$ cat config.mk
export PLATFORM = sky130hd
export DESIGN_NAME = moesif_line_coherence_fsm_core
export DESIGN_NICKNAME = d
export VERILOG_FILES = /design/src/design/mlcfsm_pkg.sv /design/src/design/moesif_line_coherence_fsm_core.sv /design/src/design/mlcfsm_xfer.sv
export VERILOG_INCLUDE_DIRS = /design/src /design/src/design
export SDC_FILE = /design/constraint.sdc
export NUM_CORES = 1
export LEC_CHECK = 0
export BUFFER_PORTS_ARGS = -buffer_cell sky130_fd_sc_hd__buf_2
export CAP_MARGIN = 10
export CORE_UTILIZATION = 25
export CTS_BUF_LIST = sky130_fd_sc_hd__clkbuf_16
export DETAILED_ROUTE_END_ITERATION = 16
export GPL_TIMING_DRIVEN = 0
export MAX_ROUTING_LAYER = met4
export PLACE_DENSITY = 0.5
export REMOVE_ABC_BUFFERS = 1
export SLEW_MARGIN = 0
export SYNTH_ARGS = -nofsm -noshare
export SYNTH_HDL_FRONTEND = slang
export SYNTH_HIERARCHICAL = 1
export SYNTH_SLANG_ARGS = --single-unit
$ cat constraint.sdc
create_clock -name clock -period 5.6 [get_ports clock]
set_clock_uncertainty 0.05 [all_clocks]
set_input_delay 0.56 -clock clock [delete_from_list [all_inputs] [get_ports clock]]
set_output_delay 0.56 -clock clock [all_outputs]
set_load 0.01 [all_outputs]
$ cat src/design/moesif_line_coherence_fsm_core_macros.svh
// assertion macros used by the core rtl file
`ifndef MOESIF_LINE_COHERENCE_FSM_CORE_MACROS_SVH
`define MOESIF_LINE_COHERENCE_FSM_CORE_MACROS_SVH

`ifndef NO_ASSERTIONS
// same-cycle implication, checked out of reset
`define MLC_ASSERT_NOW(lbl, ante, cons) \
   lbl: assert property (@(posedge clock) disable iff (reset) (ante) |-> (cons)) \
      else $error("assertion failed");
// next-cycle implication, checked out of reset
`define MLC_ASSERT_NEXT(lbl, ante, cons) \
   lbl: assert property (@(posedge clock) disable iff (reset) (ante) |=> (cons)) \
      else $error("assertion failed");
`else
`define MLC_ASSERT_NOW(lbl, ante, cons)
`define MLC_ASSERT_NEXT(lbl, ante, cons)
`endif

`endif

$ cat src/design/mlcfsm_pkg.sv
`default_nettype none

package mlcfsm_pkg;

   localparam int ADDR_WIDTH_DEF    = 32;
   localparam int NODE_ID_WIDTH_DEF = 4;
   localparam int OP_WIDTH          = 3;
   localparam int STATE_WIDTH       = 4;
   localparam int FLAG_COUNT        = 8;

   typedef logic [OP_WIDTH-1:0]    op_type;
   typedef logic [STATE_WIDTH-1:0] line_state_type;

   // transaction kinds
   localparam op_type OP_LOAD  = 3'd0;
   localparam op_type OP_STORE = 3'd1;
   localparam op_type OP_GETS  = 3'd2;
   localparam op_type OP_GETM  = 3'd3;
   localparam op_type OP_DATA  = 3'd4;

   // line states, stable then transient
   localparam line_state_type ST_I  = 4'd0;
   localparam line_state_type ST_S  = 4'd1;
   localparam line_state_type ST_E  = 4'd2;
   localparam line_state_type ST_O  = 4'd3;
   localparam line_state_type ST_M  = 4'd4;
   localparam line_state_type ST_F  = 4'd5;
   localparam line_state_type ST_IS = 4'd6;
   localparam line_state_type ST_IM = 4'd7;
   localparam line_state_type ST_SM = 4'd8;
   localparam line_state_type ST_OM = 4'd9;
   localparam line_state_type ST_FM = 4'd10;

   typedef struct packed {
      logic protocol_error;
      logic silent_upgrade_event;
      logic miss_event;
      logic assert_shared;
      logic data_to_processor;
      logic data_to_bus;
      logic issue_getm;
      logic issue_gets;
   } flags_type;

endpackage

`default_nettype wire

$ cat src/design/moesif_line_coherence_fsm_core.sv
// an accepted transaction is held in the input register, then moves into the result
// register once the result side is free; rsp_tvalid is driven by the result register
// throughput: one transaction per cycle, sustained while rsp_tready stays high
// the line state register updates as each transaction moves into the result register
// an input register and a result register part the two sides, so req can be taken while
// a result waits; reset (synchronous) empties both and returns the line to invalid
`default_nettype none
`include "moesif_line_coherence_fsm_core_macros.svh"

module moesif_line_coherence_fsm_core
   import mlcfsm_pkg::*;
#(
   parameter int ADDR_WIDTH    = ADDR_WIDTH_DEF,
   parameter int NODE_ID_WIDTH = NODE_ID_WIDTH_DEF,
   localparam int REQ_WIDTH    = ((ADDR_WIDTH + NODE_ID_WIDTH + 1 + 7) / 8) * 8,
   localparam int RSP_WIDTH    =
      ((FLAG_COUNT + ADDR_WIDTH + NODE_ID_WIDTH + STATE_WIDTH + 7) / 8) * 8
) (
   input  wire logic                 clock,
   input  wire logic                 reset,
   input  wire logic                 req_tvalid,
   output logic                      req_tready,
   // line_addr, requester_id, shared_seen, zero fill
   input  wire logic [REQ_WIDTH-1:0] req_tdata,
   // op
   input  wire op_type               req_tuser,
   output logic                      rsp_tvalid,
   input  wire logic                 rsp_tready,
   // issue_gets, issue_getm, data_to_bus, data_to_processor, assert_shared,
   // miss_event, silent_upgrade_event, protocol_error, out_addr, dest_node,
   // next_state, zero fill
   output logic [RSP_WIDTH-1:0]      rsp_tdata
);

   localparam int ADDR_LO  = FLAG_COUNT;
   localparam int DEST_LO  = ADDR_LO + ADDR_WIDTH;
   localparam int STATE_LO = DEST_LO + NODE_ID_WIDTH;

   // input register
   logic                     in_valid_ff, in_valid_in;
   op_type                   in_op_ff;
   logic [ADDR_WIDTH-1:0]    in_addr_ff;
   logic [NODE_ID_WIDTH-1:0] in_req_ff;
   logic                     in_shared_ff;

   // result register
   logic                     rsp_valid_ff, rsp_valid_in;
   flags_type                rsp_flags_ff;
   logic [ADDR_WIDTH-1:0]    rsp_addr_ff;
   logic [NODE_ID_WIDTH-1:0] rsp_dest_ff;
   line_state_type           rsp_state_ff;

   line_state_type           state_ff, state_in;

   flags_type                x_flags;
   logic [ADDR_WIDTH-1:0]    x_addr;
   logic [NODE_ID_WIDTH-1:0] x_dest;
   line_state_type           x_next;

   logic out_free, move;

   assign out_free   = !rsp_valid_ff || rsp_tready;
   assign move       = in_valid_ff && out_free;
   assign req_tready = !in_valid_ff || out_free;

   mlcfsm_xfer #(
      .ADDR_WIDTH    (ADDR_WIDTH),
      .NODE_ID_WIDTH (NODE_ID_WIDTH)
   ) u_xfer (
      .op           (in_op_ff),
      .line_state   (state_ff),
      .line_addr    (in_addr_ff),
      .requester_id (in_req_ff),
      .shared_seen  (in_shared_ff),
      .flags        (x_flags),
      .out_addr     (x_addr),
      .dest_node    (x_dest),
      .next_state   (x_next)
   );

   always_comb begin
      in_valid_in  = req_tready ? req_tvalid : in_valid_ff;
      rsp_valid_in = move ? 1'b1 : (rsp_tready ? 1'b0 : rsp_valid_ff);
      state_in     = move ? x_next : state_ff;
   end

   always_ff @(posedge clock) begin
      if (reset) begin
         in_valid_ff  <= 1'b0;
         rsp_valid_ff <= 1'b0;
         state_ff     <= ST_I;
      end else begin
         in_valid_ff  <= in_valid_in;
         rsp_valid_ff <= rsp_valid_in;
         state_ff     <= state_in;
      end
   end

   always_ff @(posedge clock) begin
      if (req_tready && req_tvalid) begin
         in_op_ff     <= req_tuser;
         in_addr_ff   <= req_tdata[ADDR_WIDTH-1:0];
         in_req_ff    <= req_tdata[ADDR_WIDTH +: NODE_ID_WIDTH];
         in_shared_ff <= req_tdata[ADDR_WIDTH + NODE_ID_WIDTH];
      end
      if (move) begin
         rsp_flags_ff <= x_flags;
         rsp_addr_ff  <= x_addr;
         rsp_dest_ff  <= x_dest;
         rsp_state_ff <= x_next;
      end
   end

   assign rsp_tvalid = rsp_valid_ff;

   always_comb begin
      rsp_tdata                            = '0;
      rsp_tdata[0]                         = rsp_flags_ff.issue_gets;
      rsp_tdata[1]                         = rsp_flags_ff.issue_getm;
      rsp_tdata[2]                         = rsp_flags_ff.data_to_bus;
      rsp_tdata[3]                         = rsp_flags_ff.data_to_processor;
      rsp_tdata[4]                         = rsp_flags_ff.assert_shared;
      rsp_tdata[5]                         = rsp_flags_ff.miss_event;
      rsp_tdata[6]                         = rsp_flags_ff.silent_upgrade_event;
      rsp_tdata[7]                         = rsp_flags_ff.protocol_error;
      rsp_tdata[ADDR_LO +: ADDR_WIDTH]     = rsp_addr_ff;
      rsp_tdata[DEST_LO +: NODE_ID_WIDTH]  = rsp_dest_ff;
      rsp_tdata[STATE_LO +: STATE_WIDTH]   = rsp_state_ff;
   end

   // an illegal transaction leaves the line where it was
   `MLC_ASSERT_NEXT(a_err_keeps_state, move && x_flags.protocol_error, $stable(state_ff))
   // the reported next state is the one now held
   `MLC_ASSERT_NEXT(a_rsp_matches_state, move, rsp_state_ff == state_ff)
   // a held transaction is not dropped while the result side stalls
   `MLC_ASSERT_NEXT(a_hold_input, in_valid_ff && !out_free, in_valid_ff)
   // an error result carries no bus or processor action
   `MLC_ASSERT_NOW(a_err_quiet, rsp_valid_ff && rsp_flags_ff.protocol_error,
      !(rsp_flags_ff.issue_gets || rsp_flags_ff.issue_getm ||
        rsp_flags_ff.data_to_bus || rsp_flags_ff.data_to_processor))

endmodule

`default_nettype wire

$ cat src/design/mlcfsm_xfer.sv
`default_nettype none

module mlcfsm_xfer
   import mlcfsm_pkg::*;
#(
   parameter int ADDR_WIDTH    = ADDR_WIDTH_DEF,
   parameter int NODE_ID_WIDTH = NODE_ID_WIDTH_DEF
) (
   input  wire op_type                   op,
   input  wire line_state_type           line_state,
   input  wire logic [ADDR_WIDTH-1:0]    line_addr,
   input  wire logic [NODE_ID_WIDTH-1:0] requester_id,
   input  wire logic                     shared_seen,
   output flags_type                     flags,
   output logic [ADDR_WIDTH-1:0]         out_addr,
   output logic [NODE_ID_WIDTH-1:0]      dest_node,
   output line_state_type                next_state
);

   flags_type      f;
   line_state_type nx;
   logic           store;

   always_comb begin
      f     = '0;
      nx    = line_state;
      store = (op == OP_STORE);
      case (op)
         OP_LOAD, OP_STORE: begin
            case (line_state)
               ST_I: begin
                  f.miss_event = 1'b1;
                  if (store) begin
                     f.issue_getm = 1'b1;
                     nx           = ST_IM;
                  end else begin
                     f.issue_gets = 1'b1;
                     nx           = ST_IS;
                  end
               end
               ST_S, ST_O, ST_F: begin
                  if (store) begin
                     f.issue_getm = 1'b1;
                     f.miss_event = 1'b1;
                     if (line_state == ST_S) begin
                        nx = ST_SM;
                     end else if (line_state == ST_O) begin
                        nx = ST_OM;
                     end else begin
                        nx = ST_FM;
                     end
                  end else begin
                     f.data_to_processor = 1'b1;
                  end
               end
               ST_E: begin
                  f.data_to_processor = 1'b1;
                  if (store) begin
                     nx                     = ST_M;
                     f.silent_upgrade_event = 1'b1;
                  end
               end
               ST_M: begin
                  f.data_to_processor = 1'b1;
               end
               // processor access while a bus request is outstanding
               default: begin
                  f.protocol_error = 1'b1;
               end
            endcase
         end
         OP_GETS, OP_GETM, OP_DATA: begin
            case (line_state)
               ST_I: begin
               end
               ST_S: begin
                  if (op == OP_GETM) begin
                     nx = ST_I;
                  end else begin
                     f.assert_shared = 1'b1;
                  end
               end
               ST_E, ST_M: begin
                  if (op == OP_GETS) begin
                     f.data_to_bus   = 1'b1;
                     f.assert_shared = 1'b1;
                     nx              = (line_state == ST_E) ? ST_F : ST_O;
                  end else if (op == OP_GETM) begin
                     f.data_to_bus = 1'b1;
                     nx            = ST_I;
                  end else begin
                     f.protocol_error = 1'b1;
                  end
               end
               ST_O, ST_F: begin
                  if (op == OP_GETS) begin
                     f.data_to_bus   = 1'b1;
                     f.assert_shared = 1'b1;
                  end else if (op == OP_GETM) begin
                     f.data_to_bus = 1'b1;
                     nx            = ST_I;
                  end else begin
                     f.assert_shared = 1'b1;
                  end
               end
               ST_IM: begin
                  if (op == OP_DATA) begin
                     f.data_to_processor = 1'b1;
                     nx                  = ST_M;
                  end
               end
               ST_IS: begin
                  if (op == OP_DATA) begin
                     f.data_to_processor = 1'b1;
                     nx                  = shared_seen ? ST_S : ST_E;
                  end
               end
               // a snooped getm leaves sm untouched
               ST_SM: begin
                  if (op == OP_GETS) begin
                     f.assert_shared = 1'b1;
                  end else if (op == OP_DATA) begin
                     f.data_to_processor = 1'b1;
                     nx                  = ST_M;
                  end
               end
               ST_OM, ST_FM: begin
                  if (op == OP_GETS) begin
                     f.data_to_bus   = 1'b1;
                     f.assert_shared = 1'b1;
                  end else if (op == OP_GETM) begin
                     f.data_to_bus = 1'b1;
                     nx            = ST_IM;
                  end else begin
                     f.data_to_processor = 1'b1;
                     nx                  = ST_M;
                  end
               end
               default: begin
                  f.protocol_error = 1'b1;
               end
            endcase
         end
         default: begin
            f.protocol_error = 1'b1;
         end
      endcase
      if (f.protocol_error) begin
         f  = '0;
         f.protocol_error = 1'b1;
         nx = line_state;
      end
   end

   assign flags      = f;
   assign next_state = nx;
   assign out_addr   = (f.issue_gets || f.issue_getm || f.data_to_bus || f.data_to_processor)
                       ? line_addr : '0;
   assign dest_node  = f.data_to_bus ? requester_id : '0;

endmodule

`default_nettype wire
==> summary.md, run 1 <==
| Metric | Value |
|---|---|
| Status | finished, final reports clean |
| Clock power share | 0.407 |
| Post-synth top area share | 0.659 |
| Slew Viols, Final | 0 |
| Cells after Synth | 293 |
| Rows | 45 |
| Share of layout cells above drive strength 1 | 0.313 |
| Yosys top cell by area | edfxtp_1 |
| Final #Nets | 426 |
| Routability cong. | 0.815 |
| Die width | 129 um |
| Largest net degree at the start of global routing | 35 |
| Final setup vio count | 0 |
| Period minus WS final | 3.31 ns |
| Remaining Overflow, GRT | 0 |
| DRC violations left | 0 |
| Clock Path Buffers | 2 |
| Final period util | 0.590 |
| Via Count | 2600 |
| Setup repair bufs after CTS | 0 |
| Worst-path maximum fanout | 34 |
| Setup ws final | 2.29 ns |
| CTS tree | yes |
| Total routed wirelength | 8.81 mm |
| Syn avg cell area | 13.7 um^2 |
| Pre-antenna DRT Iters | 4 |
| Initial antenna violation count | 0 |
| YS warnings | 6 |
| Cell variety after synth | 54 |
| Dpl hpwl | 5.95 mm |
| Sequential area share after synthesis | 0.689 |
| Static Leak | 1.88 nW |
| Worst slack, placed | 2.30 ns |
| Final Hold Viols | 0 |
| CTS Hold Bufs | 0 |
| WL per Instance | 14.8 um |
| Starting Density | 0.260 |
| Clock Latency Late Sink | 0.33 ns |
| Vias in the first global route | 2491 |
| CTS Buf Count | 9 |
| Antenna Cells | 0 |
| DR iter-0 viols | 294 |
| Startpoint Class | flip-flop |
| Async set or reset register ratio after synthesis | 0 |
| Top cells by area, synth | edfxtp_1 66%, and2_1 5.8%, dfxtp_1 3.0% |
| Fill cells | 1608 |
| Internal power | 1.25 mW |
| Data required, critical path | 5.62 ns |
| Post-synth EDFFs | 88 |
| Total Negative Setup Slacks | 0 ns |
| Mapped Area | 4010 um^2 |
| Area grow syn2layout | 25.2% |
| Cell Area, Placed | 4700 um^2 |
| Least-Margin Pin Slew | 1.08 ns |
| Net switching power | 0.343 mW |
| Gate power share | 0.075 |
| Prevailing post-synth register cell | edfxtp_1 |
| Boundary Pins | 97 |
| Max frequency | 302 MHz |
| Pwr Density | 318 nW/um^2 |
| Crit path DAT | 3.33 ns |
| Flop pwr share | 0.518 |
| Multi-input logic area | 1110 um^2 |
| Post-CTS sizing | 0 |
| Yosys reg bits | 94 |
| VDD IR max | 0.147 mV |
| RSZ-0062 raised after global routing | no |
| Die H | 129 um |
| Via/cell ratio | 4.37 |
| Finished Cell Area | 5020 um^2 |
| Die area | 16500 um^2 |
| Critical path class | reg -> reg |
| I/O Buffers | 93 |
| CTS Root Buffer Type | clkbuf_16 |
| Seq. cell area | 2760 um^2 |
| Worst Setup End Kind | flip-flop |
| Power, Total | 1.60 mW |
| First-pass GRT wire length | 13.4 mm |
| CTS sink count | 94 |
| Max_cap viols | 0 |
| Routed Antenna Nets | 0 |
| H-tree depth | 3 |
| CTS clk-pin slew, worst paths | 0.07 ns |
| Worst min path class | in -> reg |
| Core area | 15400 um^2 |
| GRT Overall Usage | 0.110 |
| Sw Share | 0.215 |
| Slew HR | 0.279 |
[cells in the mapped netlist (2+ instances only)]
library cell / number
o221ai_1: 3
inv_1: 5
edfxtp_1: 88
dfxtp_1: 6
and2_1: 37
or3b_1: 2
nand4_1: 2
clkbuf_1: 3
nor3b_1: 2
nand3_1: 3
o21ai_0: 12
a211o_1: 2
o211ai_1: 4
nand2b_1: 12
o22ai_1: 3
o21a_1: 3
and3_1: 4
nor3_1: 6
nand2_1: 11
a21oi_1: 19
a211oi_1: 2
nor2b_1: 3
buf_2: 11
buf_6: 3
buf_4: 3
mux2i_1: 6
nor2_1: 11
[cell families (layout without fill, tap and decap cells)]
group	after synthesis	after routing	share of synthesized area
simple gates	104	104	0.157
compound gates	61	61	0.0996
mux	6	6	0.0150
xor+xnor	1	1	0.00219
buf+inv	27	118	0.0371
flops	94	94	0.689
[critical path, cell delays in order (launching register included)]
cell and delay [ns]:
dfxtp_1 1.03, nor2b_1 0.20, o21a_1 0.24, o21ai_1 0.21
nand3_1 0.79, and2_1 0.49
[per-stage QoR]
step                      hold slack, ns  utilization  cells
final                              0.349        0.325    595
after global routing               0.325        0.325    595
after CTS                          0.332        0.325    595
after floorplan                    0.427            -    272
after global placement             0.444        0.299    576
after detailed placement           0.452        0.304    579
[power by group through the flow]
stage / logic [mW] / clock network [mW] / registers (mW)
CTS: 0.122 / 0.670 / 0.826
global route: 0.132 / 0.693 / 0.830
finish: 0.119 / 0.650 / 0.826
floorplan: 0.0555 / 0 / 0.847
detailed placement: 0.121 / 0 / 0.842
global placement: 0.112 / 0 / 0.843
[cell type report]
type                    count  share of cell area
clock buffers               9              0.0449
flip-flops and latches     94               0.551
inverters                   6             0.00449
well taps                 211              0.0526
repair buffers             96               0.106
multi-input cells         172               0.222
clock inverters             7              0.0192
[final timing paths]
check / start / depth (start not counted) / end / slack, ns
max: state_ff[0]$_SDFFE_PP0P_ / 5 / rsp_addr_ff[28]$_DFFE_PP_ / 2.29
min: req_tdata[18] / 1 / in_addr_ff[18]$_DFFE_PP_ / 0.35
max reg2reg: state_ff[0]$_SDFFE_PP0P_ / 5 / rsp_addr_ff[28]$_DFFE_PP_ / 2.29
min reg2reg: in_addr_ff[27]$_DFFE_PP_ / 1 / rsp_addr_ff[27]$_DFFE_PP_ / 0.47
[state kept, by name, indices dropped and copies added, names as in the netlist, 3 cells and up]
| signal | flops |
|---|---|
| in_req_ff | 4 |
| rsp_state_ff | 4 |
| in_op_ff | 3 |
| state_ff | 4 |
| rsp_addr_ff | 32 |
| rsp_dest_ff | 4 |
| in_addr_ff | 32 |
| rsp_tdata | 8 |
[layout by cell type (no fill, tap or decap), types with 9 or more instances in the layout]
master	count
nand2_1	11
nand2b_1	12
o21ai_0	12
buf_2	93
clkbuf_16	9
edfxtp_1	88
a21oi_1	18
nor2_1	11
and2_1	37
[routing by layer]
metal,GRT usage,wire length (um),up-vias,share of wire
li1,-,-,1265,-
met1,0.146,4170,1255,0.47
met2,0.165,4180,71,0.47
met3,0.0270,343,9,0.039
met4,0.0367,111,0,0.013
met5,-,0,-,0
Power figures use the tool's default switching activity.
==> run 2, diff against run 1 <==
clock period = 3.4 ns   (was 5.6 ns; I/O delays follow)
==> run 2 against run 1 <==
Sequential power up 65%; register-to-register slack worse by 1.8 ns; first-iteration DRC count rose by 2.4%; critical path depth stayed put; largest cell class unchanged; sequential cell count is the same; critical endpoint unchanged; hold slack worse by 0.22 ns; setup slack worse by 1.8 ns.
==> summary.md, run 2 (synthesis results as in run 1) <==
| Metric | Value |
|---|---|
| RSZ-0062 raised after global routing | no |
| Die width | 129 um (unchanged) |
| Area grow syn2layout | 25.3% (about the same) |
| Least-Margin Pin Slew | 1.09 ns (+0.0112 ns) |
| CTS tree | yes |
| Largest net degree at the start of global routing | 35 (unchanged) |
| Dpl hpwl | 5.95 mm (unchanged) |
| Routed Antenna Nets | 0 (unchanged) |
| Worst slack, placed | 0.0956 ns (-2.20 ns) |
| Pre-antenna DRT Iters | 4 (unchanged) |
| Slowest-stage cell, CP | dfxtp_1 |
| Critical path class | reg -> reg |
| Vias in the first global route | 2491 (unchanged) |
| Static Leak | 1.89 nW (+0.28%) |
| Final #Nets | 426 (unchanged) |
| Routability cong. | 0.815 (unchanged) |
| Worst setup path start | state_ff[0]$_SDFFE_PP0P_ |
| Worst R2R Start | state_ff[0]$_SDFFE_PP0P_ |
| GRT Overall Usage | 0.110 (unchanged) |
| First-pass GRT wire length | 13.4 mm (unchanged) |
| Non-filler cells, final | 595 (unchanged) |
| Max_cap viols | 0 (unchanged) |
| Post-Place Cells | 579 (unchanged) |
| Rows | 45 (unchanged) |
| CTS Hold Bufs | 0 (unchanged) |
| Fill cells | 1608 (unchanged) |
| Antenna Cells | 0 (unchanged) |
| Share of layout cells above drive strength 1 | 0.315 (+0.00260) |
| Via/cell ratio | 4.37 (about the same) |
| CTS Root Buffer Type | clkbuf_16 |
| Most frequent cells in the layout | 93 x buf_2, 88 x edfxtp_1, 37 x and2_1, 18 x a21oi_1 |
| CTS clk-pin slew, worst paths | 0.07 ns (about the same) |
| Via Count | 2601 (+0.038%) |
| Initial antenna violation count | 0 (unchanged) |
| Total routed wirelength | 8.79 mm (-0.22%) |
| Crit-path max cell delay | 1.04 ns (about the same) |
| Pwr Density | 523 nW/um^2 (+64%) |
| Cell Area, Placed | 4700 um^2 (unchanged) |
| CTS sink count | 94 (unchanged) |
| Die H | 129 um (unchanged) |
| Slew HR | 0.272 (-0.00749) |
| Max frequency | 344 MHz (+14%) |
| Critical path cell sequence | nor2b_1 > o21a_1 > o21ai_1 > nand3_2 > and2_1 |
| Clock Latency Late Sink | 0.33 ns (about the same) |
| WL per Instance | 14.8 um (-0.22%) |
| Crit path DAT | 2.94 ns (-0.39 ns) |
| VDD IR max | 0.241 mV (+64%) |
| Data required, critical path | 3.43 ns (-2.19 ns) |
| Worst Path Buf+Inv | 0 (unchanged) |
| Family with the most delay on the worst path | simple AND/OR/NAND/NOR gates |
| Setup ws final | 0.490 ns (-1.80 ns) |
| Remaining Overflow, GRT | 0 (unchanged) |
| Boundary Pins | 97 (unchanged) |
| Worst Setup End Kind | flip-flop |
| Final Hold Viols | 0 (unchanged) |
| Final period util | 0.856 (+0.265) |
| CTS Buf Count | 9 (unchanged) |
| Total Negative Setup Slacks | 0 ns (unchanged) |
| DRC violations left | 0 (unchanged) |
| Finished Cell Area | 5020 um^2 (about the same) |
| Final Util | 0.326 (about the same) |
| Worst min path class | in -> reg |
| Worst-path maximum fanout | 34 (unchanged) |
| Setup repair bufs after CTS | 0 (unchanged) |
| Hold_sp | req_tdata[18] |
| Core area | 15400 um^2 (unchanged) |
| Clock Path Buffers | 2 (unchanged) |
| Power, Total | 2.63 mW (+64%) |
| Startpoint Class | flip-flop |
| Starting Density | 0.260 (unchanged) |
| DR iter-0 viols | 301 (+2.4%) |
| Status | finished, final reports clean |
| H-tree depth | 3 (unchanged) |
| Period minus WS final | 2.91 ns (-0.397 ns) |
| Commonest non-fill, non-tap cell in the layout | buf_2 |
| I/O Buffers | 93 (unchanged) |
| Final setup vio count | 0 (unchanged) |
| Worst hold slack | 0.131 ns (-0.217 ns) |
| Die area | 16500 um^2 (unchanged) |
| Slew Viols, Final | 0 (unchanged) |
## run 2: power breakdown
| part | internal (mW) | total [mW] | leakage [nW] | switching, mW |
|---|---|---|---|---|
| registers | 1.33 | 1.36 | 0.911 | 0.0307 |
| logic | 0.0874 | 0.197 | 0.823 | 0.109 |
| clock network | 0.647 | 1.07 | 0.154 | 0.421 |
| total | 2.06 | 2.63 | 1.89 | 0.561 |
## run 2: final timing paths
kind	to	slack (ns)	cells after the start
setup / recovery	rsp_addr_ff[28]$_DFFE_PP_	0.49	5
hold / removal	in_addr_ff[18]$_DFFE_PP_	0.13	1
setup reg to reg	rsp_addr_ff[28]$_DFFE_PP_	0.49	5
hold reg to reg	rsp_addr_ff[27]$_DFFE_PP_	0.47	1
## run 2: timing repair
item | 4_1_cts | 5_1_grt
resized for setup | 0 | 1
endpoints found under the setup margin | 0 | 32
endpoints found under the hold margin | 0 | 0
## run 2: worst register-to-register path, delay by kind of cell, from the launching register on
family	cells	cell delay, ns
AO/OA/AOI/OAI	2	0.47
AND/OR/NAND/NOR	3	1.09
flip-flops	1	1.04
## run 2: cell type report
class                      instances  area, um^2  area share
clock buffer                       9         225      0.0448
sequential                        94        2760       0.550
clock inverter                     7        96.3      0.0192
timing repair buffer              96         533       0.106
multi-input combinational        172        1120       0.223
tap                              211         264      0.0526
inverter                           6        22.5     0.00448
## run 2: metal layers
layer	GRT usage	vias up	part of all wire
met4	0.0367	0	0.010
li1	-	1262	-
met3	0.0270	8	0.043
met2	0.165	87	0.48
met1	0.146	1244	0.46
met5	-	-	0
